--- src/rtl/core/itp_pkg.sv ---
package itp_pkg;

	// Operator stack and front-to-back queue sizes
	localparam int STACK_DEPTH = 16;
	localparam int PTR_W       = $clog2(STACK_DEPTH);
	localparam int CNT_W       = $clog2(STACK_DEPTH + 1);

	localparam int QUEUE_DEPTH = 2;
	localparam int QPTR_W      = $clog2(QUEUE_DEPTH);
	localparam int QCNT_W      = $clog2(QUEUE_DEPTH + 1);

	// Token kinds
	localparam logic [3:0] KIND_ID     = 4'd0;
	localparam logic [3:0] KIND_LIT    = 4'd1;
	localparam logic [3:0] KIND_LPAREN = 4'd2;
	localparam logic [3:0] KIND_RPAREN = 4'd3;
	localparam logic [3:0] KIND_ADD    = 4'd4;
	localparam logic [3:0] KIND_SUB    = 4'd5;
	localparam logic [3:0] KIND_MUL    = 4'd6;
	localparam logic [3:0] KIND_DIV    = 4'd7;
	localparam logic [3:0] KIND_MOD    = 4'd8;
	localparam logic [3:0] KIND_SEMI   = 4'd9;
	localparam logic [3:0] KIND_ASSIGN = 4'd10;

	// Operations handed from the front end to the back end
	localparam logic [2:0] OP_PASS  = 3'd0;
	localparam logic [2:0] OP_PUSH  = 3'd1;
	localparam logic [2:0] OP_CLOSE = 3'd2;
	localparam logic [2:0] OP_OPER  = 3'd3;
	localparam logic [2:0] OP_FLUSH = 3'd4;

	typedef struct packed {
		logic [3:0]  kind;
		logic [15:0] index;
		logic [2:0]  prio;
		logic [15:0] line;
	} tok_t;

	typedef struct packed {
		logic [2:0] op;
		logic       other;
		tok_t       tok;
	} op_t;

	typedef struct packed {
		tok_t tok;
		logic other;
		logic ovf;
	} res_t;

endpackage

--- src/rtl/core/itp_front.sv ---
module itp_front
	import itp_pkg::*;
(
	input  logic        clk,
	input  logic        arst_n,
	input  logic        token_valid,
	output logic        token_stall,
	input  logic [3:0]  token_kind,
	input  logic [15:0] table_index,
	input  logic [2:0]  priority_req,
	input  logic [15:0] line_number,
	input  logic        other_token,
	input  logic        q_full,
	output logic        q_push,
	output op_t         q_op
);

	logic in_expr_q;
	logic xfer;
	logic open_expr;
	logic close_expr;

	assign token_stall = q_full;
	assign xfer        = token_valid && !q_full;
	assign q_push      = xfer;

	// Classify the token against the current mode
	always_comb begin
		q_op.tok.kind  = token_kind;
		q_op.tok.index = table_index;
		q_op.tok.prio  = priority_req;
		q_op.tok.line  = line_number;
		q_op.other     = other_token;
		q_op.op        = OP_PASS;
		open_expr      = 1'b0;
		close_expr     = 1'b0;
		if (other_token) begin
			q_op.op = OP_PASS;
		end else if (!in_expr_q) begin
			q_op.op   = OP_PASS;
			open_expr = (token_kind == KIND_ASSIGN);
		end else begin
			unique case (token_kind) inside
				KIND_ID, KIND_LIT: q_op.op = OP_PASS;
				KIND_LPAREN:       q_op.op = OP_PUSH;
				KIND_RPAREN:       q_op.op = OP_CLOSE;
				KIND_ADD, KIND_SUB, KIND_MUL, KIND_DIV, KIND_MOD: q_op.op = OP_OPER;
				KIND_SEMI: begin
					q_op.op    = OP_FLUSH;
					close_expr = 1'b1;
				end
				default:           q_op.op = OP_PASS;
			endcase
		end
	end

	always_ff @(posedge clk or negedge arst_n) begin
		if (!arst_n) begin
			in_expr_q <= 1'b0;
		end else if (xfer) begin
			if (open_expr) begin
				in_expr_q <= 1'b1;
			end else if (close_expr) begin
				in_expr_q <= 1'b0;
			end
		end
	end

endmodule

--- src/rtl/core/itp_queue.sv ---
module itp_queue
	import itp_pkg::*;
(
	input  logic clk,
	input  logic arst_n,
	input  logic push,
	input  op_t  push_op,
	output logic full,
	output logic valid,
	output op_t  head,
	input  logic pop
);

	op_t               mem_q [QUEUE_DEPTH];
	logic [QPTR_W-1:0] wr_ptr_q;
	logic [QPTR_W-1:0] rd_ptr_q;
	logic [QCNT_W-1:0] cnt_q;
	logic              do_push;
	logic              do_pop;

	assign full    = (cnt_q == QCNT_W'(QUEUE_DEPTH));
	assign valid   = (cnt_q != '0);
	assign head    = mem_q[rd_ptr_q];
	assign do_push = push && !full;
	assign do_pop  = pop && valid;

	function automatic logic [QPTR_W-1:0] next_ptr(input logic [QPTR_W-1:0] p);
		next_ptr = (p == QPTR_W'(QUEUE_DEPTH - 1)) ? '0 : p + QPTR_W'(1);
	endfunction

	always_ff @(posedge clk) begin
		if (do_push) begin
			mem_q[wr_ptr_q] <= push_op;
		end
	end

	always_ff @(posedge clk or negedge arst_n) begin
		if (!arst_n) begin
			wr_ptr_q <= '0;
			rd_ptr_q <= '0;
			cnt_q    <= '0;
		end else begin
			if (do_push) begin
				wr_ptr_q <= next_ptr(wr_ptr_q);
			end
			if (do_pop) begin
				rd_ptr_q <= next_ptr(rd_ptr_q);
			end
			if (do_push && !do_pop) begin
				cnt_q <= cnt_q + QCNT_W'(1);
			end else if (do_pop && !do_push) begin
				cnt_q <= cnt_q - QCNT_W'(1);
			end
		end
	end

endmodule

--- src/rtl/core/itp_back.sv ---
module itp_back
	import itp_pkg::*;
(
	input  logic clk,
	input  logic arst_n,
	input  logic q_valid,
	input  op_t  q_op,
	output logic q_pop,
	output logic out_valid,
	input  logic out_stall,
	output res_t out_res,
	output logic out_last
);

	tok_t              stack_q [STACK_DEPTH];
	logic [CNT_W-1:0]  count_q;
	logic              busy_q;
	logic              fin_q;
	op_t               cur_q;
	res_t              pend_q;
	logic              pend_valid_q;
	res_t              out_q;
	logic              out_valid_q;
	logic              out_last_q;

	logic [PTR_W-1:0]  top_ptr;
	tok_t              top;
	logic              has_top;
	logic              full;
	logic              top_binds;
	logic              out_free;
	logic              slot_ok;

	logic              gen;
	logic              done;
	logic              pop_emit;
	logic              drop_top;
	logic              push_tok;
	logic              set_fin;
	res_t              gen_res;
	logic              gen_fire;
	logic              done_fire;
	logic              fetch;
	logic              load_out;

	assign top_ptr   = count_q[PTR_W-1:0] - PTR_W'(1);
	assign top       = stack_q[top_ptr];
	assign has_top   = (count_q != '0);
	assign full      = (count_q == CNT_W'(STACK_DEPTH));
	assign top_binds = has_top && (top.kind != KIND_LPAREN) && (top.prio >= cur_q.tok.prio);
	assign out_free  = !out_valid_q || !out_stall;
	assign slot_ok   = !pend_valid_q || out_free;

	// One step of the current operation: either produce a result or finish
	always_comb begin
		gen      = 1'b0;
		done     = 1'b0;
		pop_emit = 1'b0;
		drop_top = 1'b0;
		push_tok = 1'b0;
		set_fin  = 1'b0;
		gen_res  = '{tok: cur_q.tok, other: 1'b0, ovf: 1'b0};
		unique case (cur_q.op)
			OP_PASS: begin
				if (!fin_q) begin
					gen           = 1'b1;
					set_fin       = 1'b1;
					gen_res.other = cur_q.other;
				end else begin
					done = 1'b1;
				end
			end
			OP_PUSH, OP_OPER: begin
				if (cur_q.op == OP_OPER && top_binds) begin
					gen      = 1'b1;
					pop_emit = 1'b1;
					gen_res  = '{tok: top, other: 1'b0, ovf: 1'b0};
				end else if (!fin_q && full) begin
					gen         = 1'b1;
					set_fin     = 1'b1;
					gen_res.ovf = 1'b1;
				end else begin
					done     = 1'b1;
					push_tok = !fin_q;
				end
			end
			OP_CLOSE: begin
				if (has_top && top.kind != KIND_LPAREN) begin
					gen      = 1'b1;
					pop_emit = 1'b1;
					gen_res  = '{tok: top, other: 1'b0, ovf: 1'b0};
				end else begin
					done     = 1'b1;
					drop_top = has_top;
				end
			end
			OP_FLUSH: begin
				if (has_top) begin
					gen      = 1'b1;
					pop_emit = 1'b1;
					gen_res  = '{tok: top, other: 1'b0, ovf: 1'b0};
				end else if (!fin_q) begin
					gen     = 1'b1;
					set_fin = 1'b1;
				end else begin
					done = 1'b1;
				end
			end
			default: done = 1'b1;
		endcase
	end

	assign gen_fire  = busy_q && slot_ok && gen;
	assign done_fire = busy_q && slot_ok && done;
	assign fetch     = q_valid && (!busy_q || done_fire);
	assign q_pop     = fetch;
	assign load_out  = (gen_fire || done_fire) && pend_valid_q;

	always_ff @(posedge clk) begin
		if (done_fire && push_tok) begin
			stack_q[count_q[PTR_W-1:0]] <= cur_q.tok;
		end
		if (fetch) begin
			cur_q <= q_op;
		end
		if (gen_fire) begin
			pend_q <= gen_res;
		end
		if (load_out) begin
			out_q      <= pend_q;
			out_last_q <= done_fire;
		end
	end

	always_ff @(posedge clk or negedge arst_n) begin
		if (!arst_n) begin
			count_q      <= '0;
			busy_q       <= 1'b0;
			fin_q        <= 1'b0;
			pend_valid_q <= 1'b0;
			out_valid_q  <= 1'b0;
		end else begin
			if ((gen_fire && pop_emit) || (done_fire && drop_top)) begin
				count_q <= count_q - CNT_W'(1);
			end else if (done_fire && push_tok) begin
				count_q <= count_q + CNT_W'(1);
			end

			if (fetch) begin
				busy_q <= 1'b1;
				fin_q  <= 1'b0;
			end else begin
				if (done_fire) begin
					busy_q <= 1'b0;
				end
				if (gen_fire && set_fin) begin
					fin_q <= 1'b1;
				end
			end

			if (gen_fire) begin
				pend_valid_q <= 1'b1;
			end else if (done_fire) begin
				pend_valid_q <= 1'b0;
			end

			if (load_out) begin
				out_valid_q <= 1'b1;
			end else if (!out_stall) begin
				out_valid_q <= 1'b0;
			end
		end
	end

	assign out_valid = out_valid_q;
	assign out_res   = out_q;
	assign out_last  = out_last_q;

endmodule

--- src/rtl/core/infix_to_postfix_converter_core.sv ---
// Infix-to-postfix token converter (shunting-yard).
// Token channel: token_valid / token_stall with the token fields; a transfer
// happens on a rising edge with token_valid high and token_stall low.
// Result channel: result_valid / result_stall with the emitted token fields,
// last_of_run marking the final result a token causes and overflow_flag the
// result that reports a token dropped on a full operator stack.
// Outside an expression tokens pass through; an assign token opens one
// and a semicolon flushes the operator stack and closes it.
// The front end classifies each token and writes it into a two-entry queue;
// the back end runs the operator stack, one pop or emit per cycle while
// the result path is not stalled. It works on one token at a time, emitting
// its results in turn and finishing it before it fetches the next one, while
// the queue lets the front end accept tokens until it fills.
// Reset clears the mode, the stack count, the queue and all valid flags;
// stack contents are not cleared and need no clearing pass.
// A stalled result holds in the output register; the back end keeps one more
// result pending and then halts, and the queue fills and raises token_stall.
module infix_to_postfix_converter_core
	import itp_pkg::*;
(
	input  logic        clk,
	input  logic        arst_n,
	input  logic        token_valid,
	output logic        token_stall,
	input  logic [3:0]  token_kind,
	input  logic [15:0] table_index,
	input  logic [2:0]  priority_req,
	input  logic [15:0] line_number,
	input  logic        other_token,
	output logic        result_valid,
	input  logic        result_stall,
	output logic [3:0]  out_kind,
	output logic [15:0] out_index,
	output logic [2:0]  out_priority,
	output logic [15:0] out_line,
	output logic        out_other,
	output logic        last_of_run,
	output logic        overflow_flag
);

	logic q_full;
	logic q_push;
	op_t  q_in;
	logic q_valid;
	op_t  q_head;
	logic q_pop;
	res_t res;

	// Classify tokens and track expression mode
	itp_front u_front (
		.clk          (clk),
		.arst_n       (arst_n),
		.token_valid  (token_valid),
		.token_stall  (token_stall),
		.token_kind   (token_kind),
		.table_index  (table_index),
		.priority_req (priority_req),
		.line_number  (line_number),
		.other_token  (other_token),
		.q_full       (q_full),
		.q_push       (q_push),
		.q_op         (q_in)
	);

	// Decouple classification from stack work
	itp_queue u_queue (
		.clk     (clk),
		.arst_n  (arst_n),
		.push    (q_push),
		.push_op (q_in),
		.full    (q_full),
		.valid   (q_valid),
		.head    (q_head),
		.pop     (q_pop)
	);

	// Run the operator stack and drive the result register
	itp_back u_back (
		.clk       (clk),
		.arst_n    (arst_n),
		.q_valid   (q_valid),
		.q_op      (q_head),
		.q_pop     (q_pop),
		.out_valid (result_valid),
		.out_stall (result_stall),
		.out_res   (res),
		.out_last  (last_of_run)
	);

	assign out_kind      = res.tok.kind;
	assign out_index     = res.tok.index;
	assign out_priority  = res.tok.prio;
	assign out_line      = res.tok.line;
	assign out_other     = res.other;
	assign overflow_flag = res.ovf;

endmodule

--- config.mk ---
export PLATFORM = sky130hd
export DESIGN_NAME = infix_to_postfix_converter_core
export DESIGN_NICKNAME = d
export VERILOG_FILES = /design/src/rtl/core/itp_pkg.sv /design/src/rtl/core/itp_front.sv /design/src/rtl/core/itp_queue.sv /design/src/rtl/core/itp_back.sv /design/src/rtl/core/infix_to_postfix_converter_core.sv
export SDC_FILE = /design/constraint.sdc
export NUM_CORES = 1
export LEC_CHECK = 0
export BUFFER_PORTS_ARGS = -buffer_cell sky130_fd_sc_hd__buf_2
export CAP_MARGIN = 20
export CELL_PAD_IN_SITES_DETAIL_PLACEMENT = 0
export CELL_PAD_IN_SITES_GLOBAL_PLACEMENT = 1
export CORE_MARGIN = 10
export CORE_UTILIZATION = 40
export DETAILED_ROUTE_END_ITERATION = 7
export GPL_TIMING_DRIVEN = 0
export PLACE_DENSITY = 0.65
export RECOVER_POWER = 100
export SYNTH_ARGS = -nofsm -noshare
export SYNTH_HDL_FRONTEND = slang
export SYNTH_SLANG_ARGS = --single-unit
--- constraint.sdc ---
create_clock -name clk -period 5.8 [get_ports clk]
set_input_delay 1.16 -clock clk [delete_from_list [all_inputs] [get_ports clk]]
set_output_delay 1.16 -clock clk [all_outputs]
set_load 0.02 [all_outputs]
==> results.toml, run 1 <==
[status]
status = "finished, violations left"
violations = "capacitance limit, slew limit"

[placed_design]
io_buffers = 87
dp_hpwl_mm = 42.2
routabilityCongestion = 0.742

[worst_setup_path]
path_class = "reg -> reg"
crit_slowest_cell = "mux4_2"
slowest_delay_ns = 0.55
worst_ep_arrival_time_ns = 5.85
crit_buf_inv = 9
cp.required_ns = 6.11
worstPathCellList = "buf_4, inv_2, ha_1, buf_6, buf_8, clkbuf_2, buf_4, mux4_2, mux4_2, inv_1, ha_1, nand2b_1, a21o_1, a21oi_1, or3_1, o21ba_2, clkbuf_4, and3_4, buf_12"
critPathTopFamily = "buffers and inverters"
critPathMaxFanout = 22
cp-end-kind = "flop"
critPathLaunchType = "flop"

[timing]
hold_violations = 0
period_share_pct = 95.5
final.setup.tns_ns = 0
setup_viol = 0
maxSlewViolCount = 99
fin_skew_ns = 0.0279
max_freq_mhz = 181
period_needed_ns = 5.54
slew_headroom_pct = -176
tightest_slew_ns = 4.13

[logic_synthesis]
async_flop_share_pct = 1.65
synth_area_leaders = "edfxtp_1 (78%), mux4_2 (13%), mux2_2 (1.7%)"
synth_top_area_cell = "edfxtp_1"
ys_ff_latch = 850
ys.warnings.count = 0
synth.most_common_cell = "edfxtp_1"
ys_seq_area_share_pct = 78.9
synth_top_area_share_pct = 77.8
avgSynthCellArea_um2 = 23.9
synth_edf_count = 836
syn-num-nets = 1407
synth_cell_type_count = 50
ys.flop_type = "edfxtp_1"
syn_inst = 1351
synth_area_um2 = 32300
netlist_top_cells_count = "edfxtp_1 (836), mux4_2 (183), mux2_2 (50)"

[run]
cap_violations = 3

[die]
io_pins = 88
rows = 104
die_h_um = 304
initial_utilization_pct = 40.2
coreArea_um2 = 80300
fp.dieW_um = 304
dieArea_um2 = 92400

[cts]
clk_pin_slew_ns = 0.06
cts_tree = "done"
clock_sinks = 850
clock_path_buffers = 3
htree_levels = 3
cts_buffers = 88
clk_latency_ns = 0.65
ctsRootBufferMaster = "clkbuf_16"
holdBufCountCts = 0

[drt]
wl_per_cell_um = 26.7
drc = 0
drtIter0Drc = 1443
vias = 14500
drt-total-wl_mm = 72.2
drtPass1Iterations = 5
routed_via_density = 5.37
postRouteAntennaNets = 0

[grt]
grt-ovfl-total = 0
antenna_found_initial = 1
grt_use_total_pct = 15.4
grt_pass1_vias = 15500
grt_max_degree = 44
grt_pass1_wl_mm = 105

[final_layout]
regArea_um2 = 25500
final_nets = 1629
multi_input_area_um2 = 6610
n_fill_cell = 6552
final_core_util_pct = 46.7
drive_gt1_share_pct = 30.4
syn_to_final_growth_pct = 16.2

[power_and_ir_drop]
p_leak_nw = 12.1
p_per_area_nw_per_um2 = 615
vdd_drop_max_mv = 0.498

[min_path]
hp-class = "reg -> reg"
## path summary, 6_finish.rpt
check | cells after the start | endpoint | slack [ns] | startpoint
worst min register to register | 0 | u_back.out_res[22] | 0.42 | u_back.pend_q[22]
min in group asynchronous | 1 | u_front.in_expr_q | 0.61 | arst_n
max in group asynchronous | 1 | u_back.pend_valid_q | 4.66 | arst_n
worst max-delay path | 19 | u_back.stack_q[12][13] | 0.26 | u_back.count_q[0]
worst max register to register | 19 | u_back.stack_q[12][13] | 0.26 | u_back.count_q[0]
worst min-delay path | 0 | u_back.out_res[22] | 0.42 | u_back.pend_q[22]
## metrics by stage
step,hold slack (ns),power (mW),cells,area (um2),setup slack [ns]
final,0.417,23.1,2702,37500,0.263
after global routing,0.423,24.2,2702,37500,-0.0130
after CTS,0.410,23.5,2691,37500,-0.0286
after detailed placement,0.405,18.0,2522,34600,-0.978
after global placement,0.409,17.6,2498,34000,-2.20
after floorplan,0.400,15.0,1351,32300,0.407
## repair_timing
item / in CTS / in global routing
pin swaps: 9 / 6
buffers inserted: 7 / 7
setup endpoints to repair: 746 / 587
gates resized for setup: 19 / 16
gates cloned: 4 / 2
## report_power, final
part | total (mW) | internal (mW) | switching [mW] | leakage [nW]
clock | 5.40 | 3.09 | 2.31 | 1.34
sequential | 9.76 | 8.88 | 0.875 | 7.78
combinational | 7.92 | 3.59 | 4.33 | 2.97
## sequential cells by signal (all words and copies together) (netlist names), 2 cells and up
register        flops
u_queue.cnt_q       2
u_back.pend_q      41
u_back.cur_q       43
u_queue.mem_q      86
u_back.count_q      5
u_back.stack_q    624
u_back.out_res     41
## cells in the final DEF, fill, tap and decap left out, types with 21 or more instances in the layout
| master | instances |
|---|---|
| mux2i_1 | 27 |
| mux4_2 | 183 |
| mux2_2 | 47 |
| mux2_4 | 32 |
| buf_2 | 33 |
| edfxtp_1 | 836 |
| clkinv_1 | 21 |
| clkbuf_16 | 89 |
| buf_12 | 28 |
| clkbuf_1 | 108 |
| and3_4 | 22 |
## cell families (layout without fill, tap and decap cells)
logic type                 after synthesis  after routing  share of synthesized area, %
adders and majority gates               12             12                         0.489
buffers and inverters                   69            353                          1.11
muxes                                  301            301                          17.2
xor gates and xnor gates                13             13                         0.376
and+or+nand+nor                         73             79                          1.26
other                                    0              1                             0
DFF                                    850            850                          78.9
AOI/OAI and AO/OA                       33             33                         0.702
## routing by layer
metal  wire length, um  share of wire [%]  vias up  GRT usage [%]
met5                 0                  0        -              0
met4              1590                2.2        0           4.77
met3              4750                6.6      104           3.19
met2             34600                 48      466           24.3
met1             31300                 43     7768           21.3
li1                  -                  -     6159              -
## layout make-up
type,instances,area share [%]
repair buffers,127,2.68
inverters,14,0.140
well taps,1060,3.54
clock inverters,54,1.22
plain buffers,54,0.827
diodes,1,0.00667
multi-input cells,438,17.6
clock buffers,104,6.09
flip-flops and latches,850,67.9
Power figures use the tool's default switching activity.
==> run 2, diff against run 1 <==
--- a/config.mk
+++ b/config.mk
@@ -13,7 +13,7 @@
 export CORE_UTILIZATION = 40
 export DETAILED_ROUTE_END_ITERATION = 7
 export GPL_TIMING_DRIVEN = 0
-export PLACE_DENSITY = 0.65
+export PLACE_DENSITY = 0.7
 export RECOVER_POWER = 100
 export SYNTH_ARGS = -nofsm -noshare
 export SYNTH_HDL_FRONTEND = slang
==> constraint.sdc (replaced) <==
create_clock -name clk -period 4.85 [get_ports clk]
set_input_delay 0.97 -clock clk [delete_from_list [all_inputs] [get_ports clk]]
set_output_delay 0.97 -clock clk [all_outputs]
set_load 0.02 [all_outputs]
==> results.toml, run 2 (synthesis results as in run 1) <==
[status]
status = "finished, violations left"
violations = "capacitance limit, slew limit"

[drt]
vias = 14700
routed_via_density = 5.39
drtIter0Drc = 1559
drtPass1Iterations = 5
wl_per_cell_um = 26.8
postRouteAntennaNets = 0
drt-total-wl_mm = 73.1
drc = 0

[grt]
grt-ovfl-total = 0
grt_max_degree = 25
grt_use_total_pct = 15.6
antenna_found_initial = 0
grt_pass1_wl_mm = 106
grt_pass1_vias = 15200

[power_and_ir_drop]
p_leak_nw = 12.1
p_per_area_nw_per_um2 = 737
power_frac_comb_pct = 34.6
clkPwrFrac_pct = 23.4
seqPwrFrac_pct = 42.0
power.switching_mw = 9.04
p_total_mw = 27.7
switching_share_pct = 32.6
p_int_mw = 18.7
vdd_drop_max_mv = 0.509

[cts]
clk_pin_slew_ns = 0.06
cts_tree = "done"
holdBufCountCts = 0
htree_levels = 3
ctsRootBufferMaster = "clkbuf_16"
clock_path_buffers = 3
clock_sinks = 850
cts_buffers = 87
clk_latency_ns = 0.64

[final_layout]
antennaDiodeCount = 0
syn_to_final_growth_pct = 16.6
final_common_cell = "edfxtp_1"
final_core_util_pct = 46.8
final_nets = 1653
final_cells = 2725
n_fill_cell = 6565
largest_register_ffs = 624
drive_gt1_share_pct = 30.1
layout_common_cells = "edfxtp_1 (836), mux4_2 (183), clkbuf_1 (105)"

[timing]
final.setup.tns_ns = 0
period_needed_ns = 4.72
period_share_pct = 97.2
tightest_slew_ns = 2.26
maxSlewViolCount = 94
max_freq_mhz = 212
rsz0062_at_grt = "no"
slew_headroom_pct = -51.3
setup_viol = 0
hold_violations = 0
fin_skew_ns = 0.0222

[die]
dieArea_um2 = 92400
fp.dieW_um = 304
io_pins = 88
rows = 104
die_h_um = 304
initial_utilization_pct = 40.2
coreArea_um2 = 80300

[worst_setup_path]
worst_ep_arrival_time_ns = 5.04
cp-end-kind = "flop"
ff2ff_setup_slack_ns = 0.13
r2r-start = "u_back.count_q[0]"
critPathMaxFanout = 18
reg2reg_depth = 18
path_class = "reg -> reg"
timing.rr.end = "u_back.stack_q[8][2]"
cp.required_ns = 5.18
critPathLaunchType = "flop"

[min_path]
hold_path_depth = 0
hp-class = "reg -> reg"
min_to = "u_back.out_res[6]"
min_from = "u_back.pend_q[6]"

[placed_design]
routabilityCongestion = 0.740
dp_hpwl_mm = 40.7
io_buffers = 87
post-place-cells = 2517

[run]
cap_violations = 4
[run 2: cell type report]
cell class                      count  area [um2]  share of cell area, %
Timing Repair inverter              1        5.00                 0.0133
Buffer                             54         405                   1.08
Clock inverter                     55         524                   1.39
Tap cell                         1060        1330                   3.53
Inverter                           14        56.3                  0.150
Multi-Input combinational cell    443        6590                   17.5
Sequential cell                   850       25500                   67.7
Timing Repair Buffer              146        1010                   2.68
Clock buffer                      102        2240                   5.96
[run 2: worst max-delay path, cell delays in order (launching register included)]
cell	delay, ns
dfrtp_1	0.42
buf_6	0.16
inv_4	0.16
ha_4	0.26
buf_12	0.15
clkbuf_16	0.17
clkbuf_16	0.18
mux4_2	0.31
mux4_2	0.52
inv_2	0.09
ha_1	0.21
nand2b_1	0.14
a21o_1	0.19
a21oi_1	0.21
or3_1	0.21
o21ba_4	0.24
clkbuf_16	0.22
and3_2	0.30
clkbuf_4	0.27
[run 2: worst max path at each step]
stage                                        to  cells after the start         startpoint  slack (ns)
final                      u_back.stack_q[8][2]                     18  u_back.count_q[0]        0.13
after global routing      u_back.stack_q[11][6]                     18  u_back.count_q[0]        0.01
after CTS                     u_back.count_q[4]                     21  u_back.count_q[0]       0.009
after detailed placement  u_back.stack_q[13][7]                     19  u_back.count_q[0]       -1.54
after global placement         u_back.pend_q[8]                     18  u_back.count_q[0]       -1.70
after floorplan           u_back.stack_q[10][0]                     18  u_back.count_q[0]       -0.02
[run 2: power groups by stage]
stage	Clock, mW	Combinational (mW)	Sequential, mW
floorplan	0	6.27	11.6
global placement	0	9.21	11.7
detailed placement	0	9.55	11.8
CTS	6.62	10.0	11.6
global route	6.93	10.2	11.9
finish	6.48	9.59	11.7
[run 2: timing repair]
| action | in CTS | in global routing |
|---|---|---|
| buffers inserted | 22 | 16 |
| resized for setup | 56 | 15 |
| setup endpoints to repair | 760 | 676 |
| pin swaps | 15 | 1 |
| cloned | 12 | 0 |
[run 2: per-layer routing]
layer	GRT usage, %	vias up	routed length [um]
met4	4.71	0	1580
met1	21.2	7766	30400
li1	-	6227	-
met2	24.9	607	35300
met3	3.37	99	5780
met5	0	-	0
[run 2: through the flow]
stage	instance area, um2	hold slack (ns)	setup WS [ns]
after floorplan	32300	0.400	-0.0160
after global placement	34100	0.406	-1.70
after detailed placement	34500	0.405	-1.54
after CTS	37900	0.232	0.00935
after global routing	37600	0.423	0.0115
final	37600	0.415	0.134
==> run 3, diff against run 2 <==
--- a/config.mk
+++ b/config.mk
@@ -5,6 +5,7 @@
 export SDC_FILE = /design/constraint.sdc
 export NUM_CORES = 1
 export LEC_CHECK = 0
+export ABC_AREA = 1
 export BUFFER_PORTS_ARGS = -buffer_cell sky130_fd_sc_hd__buf_2
 export CAP_MARGIN = 20
 export CELL_PAD_IN_SITES_DETAIL_PLACEMENT = 0
@@ -13,7 +14,7 @@
 export CORE_UTILIZATION = 40
 export DETAILED_ROUTE_END_ITERATION = 7
 export GPL_TIMING_DRIVEN = 0
-export PLACE_DENSITY = 0.7
+export PLACE_DENSITY = 0.74
 export RECOVER_POWER = 100
 export SYNTH_ARGS = -nofsm -noshare
 export SYNTH_HDL_FRONTEND = slang
==> results.toml, run 3 <==
[status]
status = "finished, violations left"
violations = "capacitance limit, slew limit, setup timing"

[final_layout]
largest_register_ffs = 624
n_fill_cell = 6821
syn_to_final_growth_pct = 22.2
antennaDiodeCount = 0
final_common_cell = "edfxtp_1"
drive_gt1_share_pct = 15.8
fin_area_um2 = 40100
final_nets = 2718
layout_common_cells = "edfxtp_1 (836), nand2_1 (596), a21oi_1 (251)"
final_cells = 3805

[worst_setup_path]
cp_common_cell = "nand2_1"
crit_slowest_cell = "o211ai_1"
critPathLaunchType = "flop"
r2r-start = "u_back.count_q[0]"
path_class = "reg -> reg"
reg2reg_depth = 28
cp.required_ns = 5.39
slowest_delay_ns = 0.60
timing.rr.end = "u_back.count_q[4]"
critPathTopFamily = "simple AND/OR/NAND/NOR gates"
cp-end-kind = "flop"
crit_buf_inv = 6
worst_ep_arrival_time_ns = 5.57
critPathMaxFanout = 10
ff2ff_setup_slack_ns = -0.18

[placed_design]
routabilityCongestion = 0.840
dp_hpwl_mm = 63.3
io_buffers = 87
post-place-cells = 3553
dpl_cell_area_um2 = 36100

[min_path]
min_to = "u_back.out_res[6]"
hp-class = "reg -> reg"
hold_path_depth = 0
min_from = "u_back.pend_q[6]"

[logic_synthesis]
ys_ff_latch = 850
synth_top_area_share_pct = 76.4
synth_area_leaders = "edfxtp_1 (76%), nand2_1 (6.9%), a21oi_1 (3.9%)"
ys.warnings.count = 0
synth_top_area_cell = "edfxtp_1"
synth.most_common_cell = "edfxtp_1"
netlist_top_cells_count = "edfxtp_1 (836), nand2_1 (604), a21oi_1 (259)"
syn-num-nets = 2403
ys.flop_type = "edfxtp_1"
async_flop_share_pct = 1.65
avgSynthCellArea_um2 = 14.0
syn_inst = 2347
ys_seq_area_share_pct = 77.5
synth_edf_count = 836
synth_cell_type_count = 44
synth_area_um2 = 32800

[grt]
grt-ovfl-total = 0
grt_pass1_vias = 21200
grt_max_degree = 44
antenna_found_initial = 2
grt_pass1_wl_mm = 141
grt_use_total_pct = 20.1

[die]
rows = 105
initial_utilization_pct = 40.2
coreArea_um2 = 81700
die_h_um = 307
dieArea_um2 = 94000
fp.dieW_um = 307
io_pins = 88

[timing]
tightest_slew_ns = 2.24
fin_skew_ns = 0.0256
rsz0062_at_grt = "yes"
max_freq_mhz = 199
maxSlewViolCount = 99
slew_headroom_pct = -49.6
setup_viol = 367
whs_ns = 0.419
period_needed_ns = 5.03
fin_ws_ns = -0.181
final.setup.tns_ns = -17.00
period_share_pct = 104
hold_violations = 0

[cts]
cts_buffers = 85
htree_levels = 3
clock_path_buffers = 3
clock_sinks = 850
cts_tree = "done"
holdBufCountCts = 0
ctsRootBufferMaster = "clkbuf_16"
clk_pin_slew_ns = 0.06
clk_latency_ns = 0.66

[drt]
drt-total-wl_mm = 96.7
drtIter0Drc = 2736
drc = 0
postRouteAntennaNets = 0
vias = 21500
drtPass1Iterations = 6
wl_per_cell_um = 25.4
routed_via_density = 5.66

[power_and_ir_drop]
p_leak_nw = 14.1
p_per_area_nw_per_um2 = 735
vdd_drop_max_mv = 0.372

[run]
cap_violations = 3
==> run 3: changes by cell type after synthesis, sizes merged, moves of 28 or more <==
cell,delta
nand2,+605
a21oi,+251
mux4,-183
a221oi,+108
mux2,-90
nand3,+69
clkbuf,+61
o21ai,+52
nor3,+49
inv,+46
buf,+31
mux2i,-28
==> run 3: timing repair <==
action	in CTS	in global routing
buffers inserted	63	24
pin swaps	34	28
setup endpoints to repair	760	751
cloned	8	0
resized for setup	114	42
==> run 3: final cells by class <==
type,instances,area [um2],area share (%)
Clock inverter,61,554,1.38
Inverter,60,255,0.636
Multi-Input combinational cell,1290,6900,17.2
Buffer,144,916,2.28
Timing Repair Buffer,231,2540,6.33
Sequential cell,850,25500,63.4
Tap cell,1070,1340,3.33
Clock buffer,99,2190,5.45
==> run 3: power breakdown <==
part | switching (mW) | internal, mW | leakage, nW
clock network | 2.84 | 3.65 | 1.33
registers | 1.17 | 10.3 | 7.79
logic | 8.03 | 3.50 | 4.94
==> run 3: metrics by stage <==
stage	power (mW)	setup WS, ns	utilization [%]
finish	29.5	-0.181	49.1
global route	30.8	-0.354	49.1
CTS	29.2	-0.260	49.0
detailed placement	21.9	-1.71	44.1
global placement	21.5	-2.79	42.7
floorplan	17.3	0.00166	-
==> run 3: routing by layer <==
metal / wire length, um / vias up / track usage, %
li1: - / 9440 / -
met1: 37600 / 10800 / 26.1
met2: 46300 / 1151 / 32.7
met3: 9340 / 190 / 3.79
met4: 3400 / 2 / 8.65
met5: 9 / - / 0
==> run 3: kinds of logic after synthesis <==
| kind of cell | synth area share [%] |
|---|---|
| AO/OA/AOI/OAI | 9.52 |
| AND/OR/NAND/NOR | 9.62 |
| adder cells (fa/ha/maj) | 0.480 |
| XOR/XNOR | 0.133 |
| flip-flops | 77.5 |
| buffers and inverters | 2.74 |
==> run 3: worst max-delay path by stage <==
| stage | startpoint | to | slack [ns] | depth (start not counted) |
|---|---|---|---|---|
| floorplan | u_back.count_q[0] | u_back.stack_q[11][0] | 0.002 | 27 |
| global placement | u_back.count_q[0] | u_back.stack_q[11][19] | -2.79 | 27 |
| detailed placement | u_back.count_q[0] | u_back.stack_q[0][20] | -1.71 | 29 |
| CTS | u_back.count_q[0] | u_back.count_q[4] | -0.26 | 34 |
| global route | u_back.count_q[0] | u_back.count_q[4] | -0.35 | 32 |
| finish | u_back.count_q[0] | u_back.count_q[4] | -0.18 | 28 |
==> run 3: worst register-to-register path, delay by kind of cell (launching register included) <==
family                   cells  cell delay, ns
adder cells (fa/ha/maj)      2            0.52
flip-flops                   1            0.39
buffers and inverters        6            1.02
AND/OR/NAND/NOR             16            1.72
AO/OA/AOI/OAI                4            1.25
